**src/rtl/psme_pkg.sv**
```systemverilog
`timescale 1ns / 1ps
`default_nettype none
// ----------------------------------------------------------------------------
// psme_pkg: shared types and constants
// Opcodes, error codes and controller/datapath command and status structs.
// ----------------------------------------------------------------------------
package psme_pkg;

	localparam logic [4:0] OP_LDA  = 5'd0;
	localparam logic [4:0] OP_LDC  = 5'd1;
	localparam logic [4:0] OP_LDV  = 5'd2;
	localparam logic [4:0] OP_JMP  = 5'd3;
	localparam logic [4:0] OP_JIF  = 5'd4;
	localparam logic [4:0] OP_ADD  = 5'd5;
	localparam logic [4:0] OP_SUB  = 5'd6;
	localparam logic [4:0] OP_MUL  = 5'd7;
	localparam logic [4:0] OP_DIV  = 5'd8;
	localparam logic [4:0] OP_INFE = 5'd9;
	localparam logic [4:0] OP_INF  = 5'd10;
	localparam logic [4:0] OP_SUP  = 5'd11;
	localparam logic [4:0] OP_SUPE = 5'd12;
	localparam logic [4:0] OP_EG   = 5'd13;
	localparam logic [4:0] OP_NEG  = 5'd14;
	localparam logic [4:0] OP_NOT  = 5'd15;
	localparam logic [4:0] OP_OR   = 5'd16;
	localparam logic [4:0] OP_AND  = 5'd17;
	localparam logic [4:0] OP_RD   = 5'd18;
	localparam logic [4:0] OP_WR   = 5'd19;
	localparam logic [4:0] OP_AFF  = 5'd20;

	localparam logic [1:0] ERR_NONE  = 2'd0;
	localparam logic [1:0] ERR_DIV0  = 2'd1;
	localparam logic [1:0] ERR_RANGE = 2'd2;
	localparam logic [1:0] ERR_OP    = 2'd3;

	localparam logic CFG_LAST_VAR = 1'b0;
	localparam logic CFG_PROG_LAST = 1'b1;

	// controller -> datapath
	typedef struct packed {
		logic start;     // load item, latch operands
		logic rd_a;      // read word at sp
		logic rd_b;      // read word at sp-1
		logic rd_c;      // read word at operand / address
		logic exec;      // start arithmetic
		logic commit;    // write memory, update sp/pc, load result
	} psme_cmd_t;

	// datapath -> controller
	typedef struct packed {
		logic alu_busy;
	} psme_sts_t;

endpackage
`default_nettype wire

```
**src/rtl/psme_ctrl.sv**
```systemverilog
`timescale 1ns / 1ps
`default_nettype none
// ----------------------------------------------------------------------------
// psme_ctrl: instruction sequencer
// Steps each item through read, execute and commit, and runs the clear pass.
// ----------------------------------------------------------------------------
module psme_ctrl
	import psme_pkg::*;
(
	input  wire logic      clk,
	input  wire logic      arst_n,
	input  wire logic      in_valid,
	output logic           in_stall,
	input  wire logic      out_stall,
	output logic           out_valid,
	input  wire logic      clr_done,
	output logic           clr_busy,
	input  wire psme_sts_t sts,
	output psme_cmd_t      cmd
);
	localparam logic [2:0] S_CLR = 3'd0;
	localparam logic [2:0] S_IDLE = 3'd1;
	localparam logic [2:0] S_RA  = 3'd2;
	localparam logic [2:0] S_RB  = 3'd3;
	localparam logic [2:0] S_RC  = 3'd4;
	localparam logic [2:0] S_EX  = 3'd5;
	localparam logic [2:0] S_WT  = 3'd6;
	localparam logic [2:0] S_CM  = 3'd7;

	logic [2:0] state_q, state_n;
	logic       ov_q;
	logic       take;

	assign clr_busy  = (state_q == S_CLR);
	assign out_valid = ov_q;
	assign in_stall  = (state_q != S_IDLE) || (ov_q && out_stall);
	assign take      = in_valid && !in_stall;

	always_comb begin
		cmd = '0;
		state_n = state_q;
		unique case (state_q)
			S_CLR:  if (clr_done) state_n = S_IDLE;
			S_IDLE: if (take) begin cmd.start = 1'b1; state_n = S_RA; end
			S_RA:   begin cmd.rd_a = 1'b1; state_n = S_RB; end
			S_RB:   begin cmd.rd_b = 1'b1; state_n = S_RC; end
			S_RC:   begin cmd.rd_c = 1'b1; state_n = S_EX; end
			S_EX:   begin cmd.exec = 1'b1; state_n = S_WT; end
			S_WT:   if (!sts.alu_busy) state_n = S_CM;
			S_CM:   if (!(ov_q && out_stall)) begin cmd.commit = 1'b1; state_n = S_IDLE; end
			default: state_n = S_IDLE;
		endcase
	end

	always_ff @(posedge clk or negedge arst_n) begin
		if (!arst_n) begin
			state_q <= S_CLR;
			ov_q    <= 1'b0;
		end else begin
			state_q <= state_n;
			if (cmd.commit) ov_q <= 1'b1;
			else if (!out_stall) ov_q <= 1'b0;
		end
	end
endmodule
`default_nettype wire

```
**config.mk**
```make
export PLATFORM = sky130hd
export DESIGN_NAME = psme_ctrl
export DESIGN_NICKNAME = d
export VERILOG_FILES = /design/src/rtl/psme_pkg.sv /design/src/rtl/psme_ctrl.sv
export SDC_FILE = /design/constraint.sdc
export NUM_CORES = 1
export LEC_CHECK = 0
export BUFFER_PORTS_ARGS = -buffer_cell sky130_fd_sc_hd__buf_2
export CORE_AREA = 2 2 39 41
export DETAILED_ROUTE_END_ITERATION = 10
export DIE_AREA = 0 0 41 43
export PLACE_DENSITY_LB_ADDON = 0.1
export SLEW_MARGIN = 20
export SYNTH_ARGS = -nofsm -noshare
export SYNTH_HDL_FRONTEND = slang
export SYNTH_SLANG_ARGS = --single-unit
```
**constraint.sdc**
```tcl
create_clock -name clk -period 1.7 [get_ports clk]
set_input_delay 0.085 -clock clk [delete_from_list [all_inputs] [get_ports clk]]
set_output_delay 0.085 -clock clk [all_outputs]
set_load 0.01 [all_outputs]
```
After elaboration in Yosys (flattened, before gate mapping)
Cells that the tools add are included.
W data, S select, Z words.
Operators by class
  eq/ne operators: 13
  mux-type cells: 15
  reduce and logical (&&, ||, !) cells: 6
Operators with widths (count)
  $pmux W3 S8: 1
  $eq A3 B3 Y1 const B: 4
  $mux W3: 4
  $mux W1: 10
  $ne A2 B2 Y1 const B: 4
  $eq A3 B2 Y1 const B: 2
  $reduce_and A4 Y1: 1
  $eq A3 B1 Y1 const B: 1
  $logic_not A3 Y1: 1
  $ne A3 B1 Y1 const B: 1
  $logic_and A1 B1 Y1: 2
  $ne A2 B1 Y1 const B: 1
  $logic_not A1 Y1: 1
  $logic_or A1 B1 Y1: 1
Word-level totals
  input bits: 6
  output and inout port bits: 9
  flip-flop bits (word level): 4
  logic and storage cells: 36

Logic depth before layout (Yosys ltp)
  depth in word-level cells: 6
  depth in mapped cells: 6
  mapped depth without buffers: 6

Worst setup path after synthesis
No wires, ideal clock.
  path type: register to register
  start point: register state_q[0]
  end point: register state_q[0]
  buffers on the path: 0
  stages on the path, launching flop included: 7
  data required time: 1.575 ns
  slack: 0.141 ns
  setup time: 0.125 ns
  period minus slack after synthesis: 1.559 ns
  arrival time: 1.434 ns
  path through: dfrtp_1 inv_1 ha_1 nor2b_4 a22o_1 nand2b_4 mux2_4
Between the ends
  elaborated cells between the ends (all ways): 18
  those cells by class: eq/ne: 12; mux: 1; reduce/logical: 5
RTL lines
  start, declared: line psme_ctrl.sv:30  | logic [2:0] state_q, state_n;
  start signal, assigned: line psme_ctrl.sv:60  | state_q <= state_n;
  $logic_not A3 Y1 *
  via clr_busy: line psme_ctrl.sv:17  | output logic clr_busy,
  $ne A2 B2 Y1 (no line)
  $reduce_and A4 Y1 (no line)
Mark *: on every way through the listed nets, which the timed path passes. The rest lies on a longest branch.
A chain may end at the register's enable or synchronous reset.

Final worst setup path
  start point: register state_q[0]
  end point: register state_q[1]
Between the ends
  longest elaborated chain between the ends: 6
  elaborated cells between the ends (all ways): 18
  those cells by class: eq/ne: 12; mux: 1; reduce/logical: 5
Ends and longest elaborated chain
  $ne A3 B1 Y1: line psme_ctrl.sv:36  | assign in_stall = (state_q != S_IDLE) || (ov_q && out_stall);
  $logic_or A1 B1 Y1: line psme_ctrl.sv:36
  $logic_not A1 Y1: line psme_ctrl.sv:37  | assign take = in_valid && !in_stall;
  $logic_and A1 B1 Y1: line psme_ctrl.sv:37
  $ne A2 B2 Y1 (no line)
  $reduce_and A4 Y1 (no line)
Parallel ways exist; a longest one is shown, timed or not.

==> qor.yml <==
grt:
  grt_pass1_wl_um: 1190
  grt_use_total_pct: 10.8
  antenna_found_initial: 0
  grt_start_max_net_pins: 11
  gr-total-overflow: 0
  grt_pass1_vias: 298
hold_path:
  min_path_type: "in -> reg"
  hold_depth: 3
  min_from: "out_stall"
  hold-path-endpoint: "out_valid"
timing:
  relSlewSlack_pct: 79.2
  setup_tns_ns: 0
  max_freq_mhz: 624
  clock_skew_ns: 0.00464
  rsz0062_at_grt: "false"
  tightest_slew_ns: 0.312
  slew_violations: 0
  finalCriticalPeriod_ns: 1.60
  fin_crit_sh_pct: 94.3
  finalSetupViolations: 0
  hold_viol_final: 0
power:
  leakage_nw: 0.278
  power.density_nw_per_um2: 1940
  vdd_ir_drop_max_mv: 0.481
synth:
  avgSynthCellArea_um2: 9.32
  synth_common_cells: "4 x dfrtp_1, 4 x ha_1, 4 x nand2_1"
  yosys_warnings: 0
  ys_ff_latch: 4
  syn_inst: 38
  yosysTopAreaCell: "dfrtp_1"
  synth_edf_count: 0
  syn_nets: 48
  ys_seq_area_share_pct: 28.3
  synth_top_area_share_pct: 28.3
  ys_types: 21
  ys_top_cells_by_area: "dfrtp_1 28%, ha_1 14%, mux2_4 8.5%"
  synthFlopType: "dfrtp_1"
  syn_area_um2: 354
  async_reset_ff_share_pct: 100
drt:
  ant_nets: 0
  via_per_inst: 4.26
  wl_um: 728
  num_vias: 315
  drt_iter0_markers: 7
  wl_per_cell_um: 9.84
  drc: 0
  firstDrtPassIters: 2
setup_path:
  critPathKind: "reg -> reg"
  worst_setup_path_end_kind: "flip-flop"
  crit_start: "state_q[0]"
  regToRegSetupSlack_ns: 0.1
  worst_setup_path_start_kind: "flip-flop"
  worstPathArrival_ns: 1.72
  worstRegToRegCells: 6
  required_ns: 1.82
  reg2reg_from: "state_q[0]"
  crit_fanout: 4
  rr_endpoint: "state_q[1]"
floorplan:
  core_um2: 1380
  num_rows: 14
  design.die.area_um2: 1760
  ioPinCount: 15
  die_width_um: 41
  die_height_um: 43
  start_util_pct: 25.6
clock_tree:
  clkLatencyLatePin_ns: 0.24
  clock_sinks: 4
  clk_pin_slew_ns: 0.04
  cts-buffers-inserted: 3
  cts.path.max_buffers: 2
  cts_tree: "built"
  h-tree-depth: 1
  clockRootBuffer: "clkbuf_4"
place:
  dp_hpwl_um: 599
  portBuffers: 14
  place.gp.congestion: 0.694
  place_area_um2: 455
layout:
  multi_input_area_um2: 234
  design_area_um2: 490
  fin_nets: 70
  antenna_cells: 0
  fillers: 159
  area_growth_pct: 38.5
  regArea_um2: 100
  drive_gt1_share_pct: 44.8
run:
  cap_violations: 0
status:
  status: "finished clean"
==> layout make-up <==
class / instances / area share, %
Multi-Input combinational cell: 30 / 47.7
Clock buffer: 3 / 4.59
Tap cell: 16 / 4.08
Sequential cell: 4 / 20.4
Inverter: 3 / 2.30
Timing Repair Buffer: 18 / 20.9
==> sequential cells by signal (all words and copies together) (netlist names) <==
register / cells
state_q: 3
out_valid: 1
==> what timing repair did <==
| item | 4_1_cts | 5_1_grt |
|---|---|---|
| endpoints found under the hold margin | 4 | 0 |
| hold buffers | 1 | 0 |
| setup endpoints to repair | 0 | 2 |
| gates resized for setup | 0 | 1 |
| buffers inserted | 0 | 0 |
==> critical path, cell delays in order (launching register included) <==
cell      delay [ns]
dfrtp_1         0.39
inv_1           0.08
ha_2            0.20
nor2b_4         0.13
a22o_1          0.24
nand2b_4        0.15
mux2_4          0.29
==> through the flow <==
stage	hold WS (ns)	setup WS, ns	total power [mW]	utilization (%)	cells
floorplan	-0.211	0.141	0.650	-	38
global placement	-0.105	0.0694	0.852	32.9	70
detailed placement	-0.104	0.0693	0.842	32.9	70
CTS	0.157	0.0534	0.975	35.3	74
global route	0.180	0.0292	1.06	35.4	74
finish	0.153	0.0967	0.954	35.4	74
==> routing by layer <==
metal	vias up	track usage [%]	wire length, um
met2	11	16.6	349
met5	-	0	0
met3	2	3.14	52
met4	0	10.0	24
li1	167	-	-
met1	135	10.8	301
==> cells by family after synthesis <==
group | count (synthesis) | share of synthesized area (%)
buffers and inverters | 4 | 6.36
multiplexers | 2 | 8.48
AND/OR/NAND/NOR | 17 | 29.7
adder cells (fa/ha/maj) | 4 | 14.1
flip-flops | 4 | 28.3
AO/OA/AOI/OAI | 7 | 13.1
==> cell usage in the layout (no fill, tap or decap), drive strengths merged, types with 2 or more instances in the layout <==
cell    instances
nand2           4
and2            2
nor2b           3
clkbuf          3
nor2            2
ha              4
a21oi           3
buf            17
dfrtp           4
inv             3
mux2            2
==> power breakdown <==
| part | leakage [nW] | internal (mW) | switching, mW |
|---|---|---|---|
| logic | 0.215 | 0.351 | 0.276 |
| registers | 0.0486 | 0.147 | 0.0587 |
| clock network | 0.0138 | 0.0792 | 0.0419 |
| total | 0.278 | 0.577 | 0.377 |
==> how the worst max path moves through the flow <==
stage                 end  slack, ns
6_report       state_q[1]        0.1
5_1_grt        state_q[1]       0.03
4_1_cts        state_q[1]       0.05
3_5_place_dp   state_q[0]       0.07
3_3_place_gp   state_q[1]       0.07
2_1_floorplan  state_q[0]       0.14
(Power assumes the default switching activity.)
